<file path="src/sv/integer_to_ascii_formatter_assert.svh">
// Assertion macros shared by the formatter modules.
// Each macro checks a property on the rising edge of clk, disabled while rstn is low.
`ifndef INTEGER_TO_ASCII_FORMATTER_ASSERT_SVH
`define INTEGER_TO_ASCII_FORMATTER_ASSERT_SVH

`ifndef SYNTH

// The consequent must hold in the same cycle as the antecedent.
`define I2A_ASSERT_SAME(name, clk, rstn, ante, cons) \
    name: assert property (@(posedge clk) disable iff (!rstn) (ante) |-> (cons)) \
        else $error("assertion failed");

// The consequent must hold in the cycle after the antecedent.
`define I2A_ASSERT_NEXT(name, clk, rstn, ante, cons) \
    name: assert property (@(posedge clk) disable iff (!rstn) (ante) |=> (cons)) \
        else $error("assertion failed");

`else

`define I2A_ASSERT_SAME(name, clk, rstn, ante, cons)
`define I2A_ASSERT_NEXT(name, clk, rstn, ante, cons)

`endif

`endif

</file>
<file path="src/sv/i2a_pkg.sv">
package i2a_pkg;

    localparam int VALUE_W    = 32;
    localparam int CHAR_W     = 8;
    localparam int OP_W       = 2;
    localparam int NIB_W      = 4;
    localparam int DEC_DIGITS = 10;
    localparam int HEX_DIGITS = VALUE_W / NIB_W;
    localparam int DIGITS_W   = DEC_DIGITS * NIB_W;
    localparam int CNT_W      = 4;
    localparam int STEP_W     = 6;

    // Conversion codes.
    localparam logic [OP_W-1:0] OP_UDEC = 2'd0;
    localparam logic [OP_W-1:0] OP_SDEC = 2'd1;
    localparam logic [OP_W-1:0] OP_LHEX = 2'd2;
    localparam logic [OP_W-1:0] OP_UHEX = 2'd3;

    localparam logic [CHAR_W-1:0] CH_ZERO  = 8'h30;
    localparam logic [CHAR_W-1:0] CH_LOWA  = 8'h61;
    localparam logic [CHAR_W-1:0] CH_UPA   = 8'h41;
    localparam logic [CHAR_W-1:0] CH_MINUS = 8'h2D;

    // Digits from the converter, aligned so that the most significant digit
    // sits in the top nibble.
    typedef struct packed {
        logic                valid;
        logic [DIGITS_W-1:0] digits;
        logic [CNT_W-1:0]    ndig;
        logic                neg;
        logic                upper;
    } conv_result_t;

    function automatic logic [CHAR_W-1:0] digit_char(input logic [NIB_W-1:0] d,
                                                     input logic upper);
        logic [CHAR_W-1:0] ext;
        ext = {{(CHAR_W-NIB_W){1'b0}}, d};
        if (d < 4'd10) begin
            digit_char = CH_ZERO + ext;
        end else if (upper) begin
            digit_char = CH_UPA + ext - 8'd10;
        end else begin
            digit_char = CH_LOWA + ext - 8'd10;
        end
    endfunction

endpackage

</file>
<file path="src/sv/integer_to_ascii_formatter.sv">
// Integer to ASCII formatter. Each input beat carries a 32-bit value on s_tdata and a
// conversion code on s_tuser (unsigned decimal, signed decimal, lowercase hex, uppercase
// hex); the block answers with the value's text, one character per output beat, most
// significant first, with m_tlast on the final character. Negative signed values get a
// leading '-'; zero prints as "0"; there is no padding. Items are handled one at a time.
// Decimal conversion runs a shift-add-3 unit one binary bit per cycle; hex needs no
// shifting. Leading zeros are then dropped one digit per cycle (up to 9 for decimal, 7
// for hex), then the skip ends; the '-' leaves as soon as the output register is free,
// even while zeros are still being dropped, and one character leaves per cycle while
// m_tready is high. Dropped zeros and printed digits together always cover every digit
// position, so with m_tready held high the gap between accepted input beats depends on
// the code, not the digits; cycles in which m_tready holds back a character can add to it.
// The next input beat is taken once the final character of the current one has moved
// into the output register.

module integer_to_ascii_formatter (
    input  logic                           aclk,
    input  logic                           aresetn,
    input  logic                           s_tvalid,
    output logic                           s_tready,
    input  logic [i2a_pkg::VALUE_W-1:0]    s_tdata,   // [31:0] value
    input  logic [i2a_pkg::OP_W-1:0]       s_tuser,   // [1:0] opcode
    output logic                           m_tvalid,
    input  logic                           m_tready,
    output logic [i2a_pkg::CHAR_W-1:0]     m_tdata,   // [7:0] character
    output logic                           m_tlast
);

    logic                          conv_busy;
    logic                          emit_busy;
    logic                          start;
    logic                          is_neg;
    logic                          is_hex;
    logic                          is_upper;
    logic [i2a_pkg::VALUE_W-1:0]   mag;
    i2a_pkg::conv_result_t         conv;

    assign s_tready = !conv_busy && !emit_busy;
    assign start    = s_tvalid && s_tready;

    assign is_neg   = (s_tuser == i2a_pkg::OP_SDEC) && s_tdata[i2a_pkg::VALUE_W-1];
    assign is_hex   = (s_tuser == i2a_pkg::OP_LHEX) || (s_tuser == i2a_pkg::OP_UHEX);
    assign is_upper = (s_tuser == i2a_pkg::OP_UHEX);
    // The most negative value wraps to its own bits, which read as 2147483648 unsigned.
    assign mag      = is_neg ? (~s_tdata + 1'b1) : s_tdata;

    i2a_bin2bcd u_bin2bcd (
        .aclk    (aclk),
        .aresetn (aresetn),
        .start   (start),
        .mag     (mag),
        .hex     (is_hex),
        .neg     (is_neg),
        .upper   (is_upper),
        .busy    (conv_busy),
        .result  (conv)
    );

    i2a_emitter u_emitter (
        .aclk     (aclk),
        .aresetn  (aresetn),
        .conv     (conv),
        .busy     (emit_busy),
        .m_tvalid (m_tvalid),
        .m_tready (m_tready),
        .m_tdata  (m_tdata),
        .m_tlast  (m_tlast)
    );

endmodule

</file>
<file path="src/sv/i2a_bin2bcd.sv">
`include "integer_to_ascii_formatter_assert.svh"

module i2a_bin2bcd (
    input  logic                                aclk,
    input  logic                                aresetn,
    input  logic                                start,
    input  logic [i2a_pkg::VALUE_W-1:0]         mag,
    input  logic                                hex,
    input  logic                                neg,
    input  logic                                upper,
    output logic                                busy,
    output i2a_pkg::conv_result_t               result
);

    logic                          busy_reg, busy_next;
    logic [i2a_pkg::STEP_W-1:0]    steps_reg, steps_next;
    logic [i2a_pkg::VALUE_W-1:0]   bin_reg, bin_next;
    logic [i2a_pkg::DIGITS_W-1:0]  bcd_reg, bcd_next;
    logic                          hex_reg, hex_next;
    logic                          neg_reg, neg_next;
    logic                          upper_reg, upper_next;
    logic [i2a_pkg::DIGITS_W-1:0]  bcd_adj;
    logic                          finish;

    assign finish = busy_reg && (steps_reg == '0);

    // Shift-add-3: every BCD digit of five or more gets three added before
    // the next binary bit is shifted in.
    always_comb begin
        for (int i = 0; i < i2a_pkg::DEC_DIGITS; i++) begin
            if (bcd_reg[i*i2a_pkg::NIB_W +: i2a_pkg::NIB_W] >= 4'd5) begin
                bcd_adj[i*i2a_pkg::NIB_W +: i2a_pkg::NIB_W] =
                    bcd_reg[i*i2a_pkg::NIB_W +: i2a_pkg::NIB_W] + 4'd3;
            end else begin
                bcd_adj[i*i2a_pkg::NIB_W +: i2a_pkg::NIB_W] =
                    bcd_reg[i*i2a_pkg::NIB_W +: i2a_pkg::NIB_W];
            end
        end
    end

    always_comb begin
        busy_next  = busy_reg;
        steps_next = steps_reg;
        bin_next   = bin_reg;
        bcd_next   = bcd_reg;
        hex_next   = hex_reg;
        neg_next   = neg_reg;
        upper_next = upper_reg;
        if (start) begin
            busy_next  = 1'b1;
            hex_next   = hex;
            neg_next   = neg;
            upper_next = upper;
            if (hex) begin
                // Hex digits are the nibbles themselves, no steps needed.
                bcd_next   = {mag, {(i2a_pkg::DIGITS_W-i2a_pkg::VALUE_W){1'b0}}};
                steps_next = '0;
            end else begin
                bcd_next   = '0;
                bin_next   = mag;
                steps_next = i2a_pkg::STEP_W'(i2a_pkg::VALUE_W);
            end
        end else if (finish) begin
            busy_next = 1'b0;
        end else if (busy_reg) begin
            bcd_next   = {bcd_adj[i2a_pkg::DIGITS_W-2:0], bin_reg[i2a_pkg::VALUE_W-1]};
            bin_next   = {bin_reg[i2a_pkg::VALUE_W-2:0], 1'b0};
            steps_next = steps_reg - 1'b1;
        end
    end

    always_ff @(posedge aclk) begin
        if (!aresetn) begin
            busy_reg  <= 1'b0;
            steps_reg <= '0;
        end else begin
            busy_reg  <= busy_next;
            steps_reg <= steps_next;
        end
        bin_reg   <= bin_next;
        bcd_reg   <= bcd_next;
        hex_reg   <= hex_next;
        neg_reg   <= neg_next;
        upper_reg <= upper_next;
    end

    assign busy          = busy_reg;
    assign result.valid  = finish;
    assign result.digits = bcd_reg;
    assign result.ndig   = hex_reg ? i2a_pkg::CNT_W'(i2a_pkg::HEX_DIGITS)
                                   : i2a_pkg::CNT_W'(i2a_pkg::DEC_DIGITS);
    assign result.neg    = neg_reg;
    assign result.upper  = upper_reg;

    `I2A_ASSERT_NEXT(a_finish_clears_busy, aclk, aresetn, finish && !start, !busy_reg)
    `I2A_ASSERT_SAME(a_no_start_while_busy, aclk, aresetn, start, !busy_reg)

endmodule

</file>
<file path="src/sv/i2a_emitter.sv">
`include "integer_to_ascii_formatter_assert.svh"

module i2a_emitter (
    input  logic                          aclk,
    input  logic                          aresetn,
    input  i2a_pkg::conv_result_t         conv,
    output logic                          busy,
    output logic                          m_tvalid,
    input  logic                          m_tready,
    output logic [i2a_pkg::CHAR_W-1:0]    m_tdata,
    output logic                          m_tlast
);

    logic                          busy_reg, busy_next;
    logic                          skip_reg, skip_next;
    logic                          sign_reg, sign_next;
    logic                          upper_reg, upper_next;
    logic [i2a_pkg::CNT_W-1:0]     cnt_reg, cnt_next;
    logic [i2a_pkg::DIGITS_W-1:0]  digits_reg, digits_next;
    logic                          out_valid_reg, out_valid_next;
    logic [i2a_pkg::CHAR_W-1:0]    char_reg, char_next;
    logic                          last_reg, last_next;
    logic [i2a_pkg::NIB_W-1:0]     top_nib;
    logic                          out_free;
    logic                          emit_last;

    assign top_nib  = digits_reg[i2a_pkg::DIGITS_W-1 -: i2a_pkg::NIB_W];
    assign out_free = !out_valid_reg || m_tready;

    always_comb begin
        busy_next      = busy_reg;
        skip_next      = skip_reg;
        sign_next      = sign_reg;
        upper_next     = upper_reg;
        cnt_next       = cnt_reg;
        digits_next    = digits_reg;
        out_valid_next = out_valid_reg;
        char_next      = char_reg;
        last_next      = last_reg;
        emit_last      = 1'b0;
        if (out_valid_reg && m_tready) begin
            out_valid_next = 1'b0;
        end
        if (conv.valid) begin
            busy_next   = 1'b1;
            skip_next   = 1'b1;
            sign_next   = conv.neg;
            upper_next  = conv.upper;
            cnt_next    = conv.ndig;
            digits_next = conv.digits;
        end else if (busy_reg) begin
            // Leading zeros are shifted away one digit a cycle, keeping at
            // least one digit so that zero prints as a single '0'.
            if (skip_reg) begin
                if (top_nib == '0 && cnt_reg > 4'd1) begin
                    digits_next = {digits_reg[i2a_pkg::DIGITS_W-i2a_pkg::NIB_W-1:0],
                                   {i2a_pkg::NIB_W{1'b0}}};
                    cnt_next    = cnt_reg - 1'b1;
                end else begin
                    skip_next = 1'b0;
                end
            end
            if (out_free) begin
                if (sign_reg) begin
                    out_valid_next = 1'b1;
                    char_next      = i2a_pkg::CH_MINUS;
                    last_next      = 1'b0;
                    sign_next      = 1'b0;
                end else if (!skip_reg) begin
                    emit_last      = (cnt_reg == 4'd1);
                    out_valid_next = 1'b1;
                    char_next      = i2a_pkg::digit_char(top_nib, upper_reg);
                    last_next      = emit_last;
                    digits_next    = {digits_reg[i2a_pkg::DIGITS_W-i2a_pkg::NIB_W-1:0],
                                      {i2a_pkg::NIB_W{1'b0}}};
                    cnt_next       = cnt_reg - 1'b1;
                    if (emit_last) begin
                        busy_next = 1'b0;
                    end
                end
            end
        end
    end

    always_ff @(posedge aclk) begin
        if (!aresetn) begin
            busy_reg      <= 1'b0;
            skip_reg      <= 1'b0;
            sign_reg      <= 1'b0;
            cnt_reg       <= '0;
            out_valid_reg <= 1'b0;
        end else begin
            busy_reg      <= busy_next;
            skip_reg      <= skip_next;
            sign_reg      <= sign_next;
            cnt_reg       <= cnt_next;
            out_valid_reg <= out_valid_next;
        end
        upper_reg  <= upper_next;
        digits_reg <= digits_next;
        char_reg   <= char_next;
        last_reg   <= last_next;
    end

    assign busy     = busy_reg;
    assign m_tvalid = out_valid_reg;
    assign m_tdata  = char_reg;
    assign m_tlast  = last_reg;

    `I2A_ASSERT_SAME(a_load_when_idle, aclk, aresetn, conv.valid, !busy_reg)
    `I2A_ASSERT_SAME(a_count_live, aclk, aresetn, busy_reg, cnt_reg != '0)
    `I2A_ASSERT_NEXT(a_last_ends_item, aclk, aresetn, emit_last, !busy_reg && m_tlast)

endmodule

</file>
<file path="config.mk">
export PLATFORM = sky130hd
export DESIGN_NAME = integer_to_ascii_formatter
export DESIGN_NICKNAME = d
export VERILOG_FILES = /design/src/sv/i2a_pkg.sv /design/src/sv/integer_to_ascii_formatter.sv /design/src/sv/i2a_bin2bcd.sv /design/src/sv/i2a_emitter.sv
export VERILOG_INCLUDE_DIRS = /design/src /design/src/sv
export SDC_FILE = /design/constraint.sdc
export NUM_CORES = 1
export LEC_CHECK = 0
export BUFFER_PORTS_ARGS = -buffer_cell sky130_fd_sc_hd__buf_2
export CELL_PAD_IN_SITES_DETAIL_PLACEMENT = 1
export CELL_PAD_IN_SITES_GLOBAL_PLACEMENT = 1
export CORE_MARGIN = 1.5
export CORE_UTILIZATION = 41
export CTS_CLUSTER_SIZE = 8
export DETAILED_ROUTE_END_ITERATION = 8
export PLACE_DENSITY_LB_ADDON = 0.1
export SLEW_MARGIN = 20
export SYNTH_ARGS = -nofsm -noshare
export SYNTH_HDL_FRONTEND = slang
export SYNTH_SLANG_ARGS = --single-unit
</file>
<file path="constraint.sdc">
create_clock -name aclk -period 6.8 [get_ports aclk]
set_clock_uncertainty 0.15 [all_clocks]
set_input_delay 1.36 -clock aclk [delete_from_list [all_inputs] [get_ports aclk]]
set_output_delay 1.36 -clock aclk [all_outputs]
set_load 0.02 [all_outputs]
</file>
After elaboration in Yosys (flattened, before gate mapping)
Index checks and enable logic that the tools add are counted.
Word-level totals
  logic and storage cells: 139
  bits in registers: 140
  input bits: 38
  output and inout port bits: 11
Operators by class
  bitwise logic cells: 2
  $add $sub $neg: 18
  equality and inequality tests: 7
  multiplexer cells: 63
  reduce and logical (&&, ||, !) cells: 21
  magnitude comparators: 12
Operator list (number)
  $mux W40: 11
  $mux W32: 5
  $mux W4: 16
  $ge A4 B3 Y1 const B: 10
  $add A4 B2 Y4 const B: 9
  $add A32 B1 Y32 const B: 1
  $not A32 Y32: 1
  $mux W6: 4
  $mux W8: 3
  $mux W1: 22
  $add A7 B4 Y8 const A: 2
  $sub A8 B4 Y8 const B: 2
  $reduce_bool A2 Y1: 4
  $add A6 B4 Y7 const A: 1
  $logic_and A1 B1 Y1: 6
  $logic_not A6 Y1: 1
  $ne A2 B2 Y1 const B: 3
  $sub A6 B1 Y6 const B: 1
  $eq A2 B2 Y1 const B: 2
  $eq A4 B1 Y1 const B: 1
  $gt A4 B1 Y1 const B: 1
  $logic_not A4 Y1: 1
  $lt A4 B4 Y1 const B: 1
  $reduce_and A2 Y1: 2
  10 further kinds: 13

Depth between registers and ports, before layout
Gate-level depths: netlist (run 1).
  word-level depth: 9
  gate-level depth with buffers: 10
  gate-level depth less buffers: 8

Hierarchy
Synthesis (run 1) repeated with hierarchy kept, for this count alone.
Unflattened totals
  cell total of the unflattened synthesis: 795
  area, all modules: 8386.8 sq um
Modules (own cells, without submodules)
  i2a_bin2bcd: area an instance 4396.7 sq um, cells each 368, sequential area each 2392.3 sq um, instances 1
  i2a_emitter: area an instance 3185.6 sq um, cells each 323, sequential area each 1631.6 sq um, instances 1
  integer_to_ascii_formatter: area an instance 804.5 sq um, cells each 104, sequential area each 0.0 sq um, instances 1

Worst setup path after synthesis (run 1)
No wires, ideal clock.
  path kind: input to register
  start: in s_tvalid
  end: reg u_bin2bcd.bin_reg[0] (netlist name) (enable)
  data arrival time: 3.523 ns
  required time: 6.218 ns
  library setup time: 0.432 ns
  slack: 2.695 ns
  path buffers: 2
  stages on the path: 4
  path through: nand2_1 clkbuf_1 clkbuf_1 a21oi_1
Between the ends
  word-level cells in the longest chain between the ends: 3
  elaborated cells between the ends (all ways): 5
  those cells by class: 2 x eq/ne; 3 x reduce/logical
RTL lines
  from (decl): line integer_to_ascii_formatter.sv:19  | input logic s_tvalid,
  $logic_and A1 B1 Y1 (*): line integer_to_ascii_formatter.sv:39  | assign start = s_tvalid && s_tready;
  $ne A2 B2 Y1 (no line) or $reduce_bool A2 Y1 (tied branches)
  $reduce_and A3 Y1 (no line) (*)
  to (signal assigned): line i2a_bin2bcd.sv:80  | bin_reg <= bin_next;
  to (decl): line i2a_bin2bcd.sv:17  | logic [i2a_pkg::VALUE_W-1:0] bin_reg, bin_next;
Every way passes the cells marked *; elsewhere a longest branch is shown, timed or not.
A chain may end at the register's enable or synchronous reset.

Final worst setup path (run 1)
  start: in s_tdata[12] (netlist name)
  end: reg u_bin2bcd.bin_reg[27] (netlist name) (data pin)
Between the ends
  word-level cells in the longest chain between the ends: 5
RTL lines
  from (decl): line integer_to_ascii_formatter.sv:21  | input logic [i2a_pkg::VALUE_W-1:0] s_tdata,
  $not A32 Y32: line integer_to_ascii_formatter.sv:45  | assign mag = is_neg ? (~s_tdata + 1'b1) : s_tdata;
  $add A32 B1 Y32: line integer_to_ascii_formatter.sv:45
  $mux W32: line integer_to_ascii_formatter.sv:45
  $mux W32: line i2a_bin2bcd.sv:54  | if (hex) begin
  $mux W32: line i2a_bin2bcd.sv:49  | if (start) begin
  named net u_bin2bcd.bin_next (one bit): line i2a_bin2bcd.sv:17
The timed path passes the listed nets, and every way through them passes these cells. The select of a mux whose other input is x is not followed.

==> results of run 1 <==
-- routing by layer --
metal  GRT usage [%]  share of wire [%]  vias to the layer above
met4            6.63                1.4                        0
met5               0                  0                        -
met2            32.6                 47                       76
li1                -                  -                     2888
met1            28.1                 49                     2872
met3            2.85                2.2                       20
-- critical path: stages --
cell and delay [ns]:
buf_2 0.13, nor4_1 0.87, nand4_1 0.62, o41ai_1 0.53, xor2_1 0.19, o21ai_1 0.07
-- worst max-delay path by stage --
| stage | from | endpoint | slack (ns) | cells after the start |
|---|---|---|---|---|
| 6_report | s_tdata[12] | u_bin2bcd.bin_reg[27]$_DFFE_PP_ | 3.03 | 6 |
| 5_1_grt | s_tdata[12] | u_bin2bcd.bin_reg[25]$_DFFE_PP_ | 2.92 | 6 |
| 4_1_cts | s_tdata[12] | u_bin2bcd.bin_reg[27]$_DFFE_PP_ | 3.08 | 6 |
| 3_5_place_dp | s_tdata[12] | u_bin2bcd.bin_reg[27]$_DFFE_PP_ | 2.63 | 6 |
| 3_3_place_gp | s_tdata[12] | u_bin2bcd.bin_reg[27]$_DFFE_PP_ | 2.76 | 6 |
| 2_1_floorplan | s_tvalid | u_bin2bcd.bin_reg[0]$_SDFFCE_PN0P_ | 2.69 | 4 |
-- power groups by stage --
stage,Clock (W),Sequential (W),Combinational (W)
global placement,0,0.00162,0.00118
floorplan,0,0.00156,0.000969
global route,0.00114,0.00167,0.00143
detailed placement,0,0.00164,0.00125
CTS,0.00111,0.00163,0.00127
finish,0.00109,0.00162,0.00125
-- metrics by stage --
| stage | cell area, sq um | total power (W) | hold WS (ns) |
|---|---|---|---|
| 6_report | 8880 | 0.00396 | 0.307 |
| 2_1_floorplan | 7780 | 0.00253 | 0.250 |
| 4_1_cts | 8870 | 0.00400 | 0.302 |
| 3_5_place_dp | 8190 | 0.00289 | 0.287 |
| 3_3_place_gp | 8190 | 0.00281 | 0.278 |
| 5_1_grt | 8880 | 0.00423 | 0.312 |
-- area by class of cell --
cell class                 count  area [sq um]  share of cell area [%]
clock inverter                13           246                    2.78
tap                          234           293                    3.30
multi-input combinational    566          3470                    39.1
inverter                      35           131                    1.48
timing repair buffer          53           280                    3.16
sequential                   139          4020                    45.3
clock buffer                  19           433                    4.88
-- layout by cell type (no fill, tap or decap), drive strengths merged, types with 2 or more instances in the layout --
master and n:
and3 2, clkbuf 19, o22ai 2, xnor2 24, clkinv 6, bufinv 7
a211oi 2, o41ai 5, a21boi 4, o21ai 107, a221oi 2, dfxtp 15
or3 5, a2111oi 2, buf 53, inv 35, xor2 30, nor3 10
nand3 35, or2 2, mux2i 32, o21bai 2, nor2b 5, a21oi 48
nor3b 11, nor2 46, o31ai 18, nand2b 10, o211ai 3, a31oi 2
and2 4, ha 26, nor4 6, nand4 5, edfxtp 124, or4 6
nand2 102
-- cells in the mapped netlist, drive strengths merged (2+ instances only) --
library cell	instances	share of area (%)
edfxtp	124	48
nor2b	5	0.40
inv	35	1.7
mux2i	32	4.1
or3	5	0.40
clkbuf	33	1.6
nand4	5	0.40
a21oi	48	3.1
nand2b	10	0.80
nand3	35	2.3
a31oi	2	0.16
a2111oi	2	0.31
xor2	30	3.4
or4	6	0.68
ha	26	4.2
or2	2	0.16
nor2	46	2.2
nor3b	11	1.1
a211oi	2	0.19
o211ai	3	0.29
nor3	10	0.64
dfxtp	15	3.9
buf	10	0.60
and2	4	0.32
o21bai	2	0.19
and3	2	0.16
xnor2	24	2.7
nand2	102	4.9
o41ai	5	0.56
a21boi	4	0.39
a221oi	2	0.23
o22ai	2	0.16
o31ai	18	1.7
nor4	6	0.48
o21ai	107	6.9
-- cells by family after synthesis --
kind of cell | count (synthesis) | synth area share [%]
other cells | 1 | 0.0482
mux | 32 | 4.12
simple gates | 251 | 15.2
fa+ha+maj | 26 | 4.18
xor+xnor | 54 | 6.08
flops | 139 | 51.7
compound gates | 202 | 14.8
buf+inv | 78 | 3.88
==> impl_metrics.yaml, run 1 <==
die:
  start_util_pct: 41.7
  pin_count: 49
  fp.dieW_um: 141
  die_area_sq_um: 19800
  rows: 50
  core_area_sq_um: 18600
  die_h_um: 141
drt:
  first_iter_violations: 356
  first_pass_iters: 5
  drc: 0
  wire_per_inst_um: 18.1
  vias: 5856
  viasPerCell: 5.53
  ant_nets: 0
  wl_mm: 19.1
critical_path:
  ff2ff_setup_slack_ns: 3.67
  path_class: "input port to flop"
  startpoint_type: "input port"
  rr_worst_depth: 8
  r2r-end: "u_emitter.digits_reg[23]$_DFFE_PP_"
  cp_data_arrival_time_ns: 3.78
  cp-end-kind: "flop"
  required_ns: 6.80
  r2r-start: "u_emitter.cnt_reg[0]$_SDFFE_PN0P_"
  path_max_fanout: 9
final_layout:
  final_cells: 1059
  nFillCells: 2094
  diodes: 0
  final_util_pct: 47.6
  layout-drive-gt1-share_pct: 11.5
  fin_nets: 876
  syn2layout_area_growth_pct: 14.1
power:
  power.switching_w: 0.00136
  p_sw_share_pct: 34.4
  clockPowerShare_pct: 27.4
  comb_power_share_pct: 31.7
  intPower_w: 0.00260
  seqPwrFrac_pct: 40.9
  leakage_nw: 3.36
  powerDensity_nw_per_um2: 446
  irDropWorstVdd_uv: 206
run:
  drv_cap: 0
placed_design:
  place_hpwl_mm: 13.2
  io_buffers: 47
  gp_congestion: 0.817
  detailedPlace.worstSlack_ns: 2.63
  place_inst: 1027
synthesis:
  synthCells: 783
  ys_types: 49
  yosysSeqAreaShare_pct: 51.7
  yosys_register_bits: 139
  synthArstFlopShare_pct: 0
  yosysWarnings: 0
  synth_edf_count: 124
  netlist_area_sq_um: 7780
  synth_nets: 847
  avgSynthCellArea_sq_um: 9.94
  ys.flop_type: "edfxtp_1"
sta:
  max_slew_margin_pct: 27.7
  maxSlewViolCount: 0
  layout_setup_ws_ns: 3.03
  layout_min_cycle_time_ns: 3.77
  rsz0062_at_grt: "false"
  fin_crit_sh_pct: 55.5
  finalHoldViolCount: 0
  finalSetupViolCount: 0
  fin_tns_setup_ns: 0
  fmax_mhz: 265
  worst_slew_pin_slew_ns: 1.08
clocking:
  cts.path.max_buffers: 2
  cts_tree: "yes"
  h-tree-depth: 4
  clk_latency_ns: 0.42
  ctsResizeCount: 0
  clockRootBuffer: "clkbuf_16"
  cts_setup_buffers: 0
  clock_sinks: 139
  clkTransAtPathRegs_ns: 0.06
  hold_buffers: 0
  cts_buffers: 17
worst_hold_path:
  min_to: "u_emitter.upper_reg$_DFFE_PP_"
  hp-start: "u_bin2bcd.upper_reg$_DFFE_PP_"
  worstHoldPathType: "flop to flop"
  whs_path_depth: 0
global_routing:
  first_global_vias: 6172
  grt_overflow: 0
  grt_start_max_net_pins: 73
  grt_pass1_wl_mm: 31.8
  grt_use_total_pct: 20.2
  antenna_found_initial: 0
outcome:
  outcome: "completed"
Note: power is estimated with default switching activity, not from simulation.
==> inputs of run 2 (changes only) <==
Clock period 6.8 ns to 3.2 ns, I/O delays scaled along.
==> run 2 against run 1 <==
- register-to-register slack lost 3.1 ns
- routed wire length is 1.6% higher
- hold slack got worse by 0.041 ns
- clock-buffer cell count grew 8
- final cell count grew 1.1%
- clock power increased by 82%
- die area unchanged
- flip-flop and latch count is the same
- final area grew 0.73%
- sequential power grew 110%
- highest routed layer unchanged
==> impl_metrics.yaml, run 2 (synthesis results as in run 1) <==
critical_path:
  cp-end-kind: "flop"
  required_ns: 3.21
  path_class: "flop to flop"
  cp_data_arrival_time_ns: 2.68
  startpoint_type: "flop"
  path_max_fanout: 18
power:
  irDropWorstVdd_uv: 433
  powerDensity_nw_per_um2: 916
  leakage_nw: 3.40
global_routing:
  grt_overflow: 0
  grt_start_max_net_pins: 64
  grt_pass1_wl_mm: 32.0
  antenna_found_initial: 0
  grt_use_total_pct: 20.4
  first_global_vias: 6305
clocking:
  ctsResizeCount: 0
  cts_tree: "yes"
  clock_sinks: 139
  cts.path.max_buffers: 2
  clockRootBuffer: "clkbuf_16"
  cts_buffers: 17
  cts_setup_buffers: 0
  h-tree-depth: 4
  clk_latency_ns: 0.42
  clkTransAtPathRegs_ns: 0.06
  hold_buffers: 0
final_layout:
  layout-drive-gt1-share_pct: 12.5
  syn2layout_area_growth_pct: 14.9
  fin_nets: 888
  final_common_cell: "edfxtp_1"
  layout_common_cells: "edfxtp_1, nand2_1, o21ai_1, o21ai_0"
  diodes: 0
  final_cells: 1071
sta:
  finalSetupViolCount: 0
  maxSlewViolCount: 0
  layout_min_cycle_time_ns: 2.67
  finalHoldViolCount: 0
  fin_crit_sh_pct: 83.4
  fmax_mhz: 375
  rsz0062_at_grt: "false"
  worst_slew_pin_slew_ns: 0.667
  max_slew_margin_pct: 55.2
  fin_tns_setup_ns: 0
outcome:
  outcome: "completed"
die:
  die_h_um: 141
  fp.dieW_um: 141
  pin_count: 49
  start_util_pct: 41.7
  core_area_sq_um: 18600
  die_area_sq_um: 19800
  rows: 50
placed_design:
  place_inst: 1039
  gp_congestion: 0.807
  io_buffers: 47
  place_hpwl_mm: 13.6
drt:
  first_iter_violations: 305
  wire_per_inst_um: 18.1
  ant_nets: 0
  drc: 0
  first_pass_iters: 4
  wl_mm: 19.4
  vias: 5970
  viasPerCell: 5.57
worst_hold_path:
  worstHoldPathType: "flop to flop"
run:
  drv_cap: 0
==> run 2: cell count changes in the layout (fill, tap and decap cells not counted), moves of 2 or more <==
cell	before	now
clkinv_4	2	0
bufinv_16	7	1
buf_4	6	13
buf_12	0	5
clkbuf_16	17	19
clkbuf_1	2	4
clkbuf_8	0	4
==> run 2: power breakdown <==
| group | switching [W] | total (W) | internal, W |
|---|---|---|---|
| clock | 0.000732 | 0.00198 | 0.00124 |
| combinational | 0.00166 | 0.00277 | 0.00111 |
| sequential | 0.000504 | 0.00345 | 0.00294 |
==> run 2: worst paths after layout <==
path	end	depth (start not counted)	slack [ns]	start
worst min-delay path	u_emitter.upper_reg$_DFFE_PP_	0	0.27	u_bin2bcd.upper_reg$_DFFE_PP_
worst min register to register	u_emitter.upper_reg$_DFFE_PP_	0	0.27	u_bin2bcd.upper_reg$_DFFE_PP_
worst max-delay path	u_emitter.digits_reg[17]$_DFFE_PP_	8	0.53	u_emitter.cnt_reg[0]$_SDFFE_PN0P_
worst max register to register	u_emitter.digits_reg[17]$_DFFE_PP_	8	0.53	u_emitter.cnt_reg[0]$_SDFFE_PN0P_
==> run 2: per-layer routing <==
| layer | routed length [um] | part of all wire, % | global-route usage, % |
|---|---|---|---|
| met1 | 9480 | 49 | 27.9 |
| met2 | 9010 | 46 | 32.5 |
| met3 | 546 | 2.8 | 3.84 |
| met4 | 401 | 2.1 | 7.35 |
| met5 | 0 | 0 | 0 |
==> run 2: worst max-delay path, stage by stage, from the launching register on <==
cell and delay, ns:
dfxtp_1 0.35, inv_1 0.08, ha_1 0.22, or2_1 0.27
a2111oi_2 0.42, or2_2 0.37, buf_12 0.22, mux2i_1 0.24
o21ai_1 0.08
==> run 2: per-stage QoR <==
step	hold WS (ns)	util [%]	area (sq um)	worst slack [ns]	total power, W
finish	0.266	48.0	8940	0.531	0.00820
global route	0.275	48.0	8940	0.375	0.00877
CTS	0.269	48.0	8940	0.532	0.00828
detailed placement	0.255	44.8	8350	0.237	0.00625
global placement	0.259	44.8	8350	0.279	0.00603
floorplan	0.250	-	7780	0.131	0.00537
==> run 2: layout make-up <==
type | count | area [sq um]
Multi-Input combinational cell | 566 | 3460
Inverter | 35 | 131
Tap cell | 234 | 293
Fill cell | 2109 | 9700
Sequential cell | 139 | 4020
Timing Repair Buffer | 65 | 433
Clock inverter | 5 | 51.3
Clock buffer | 27 | 546
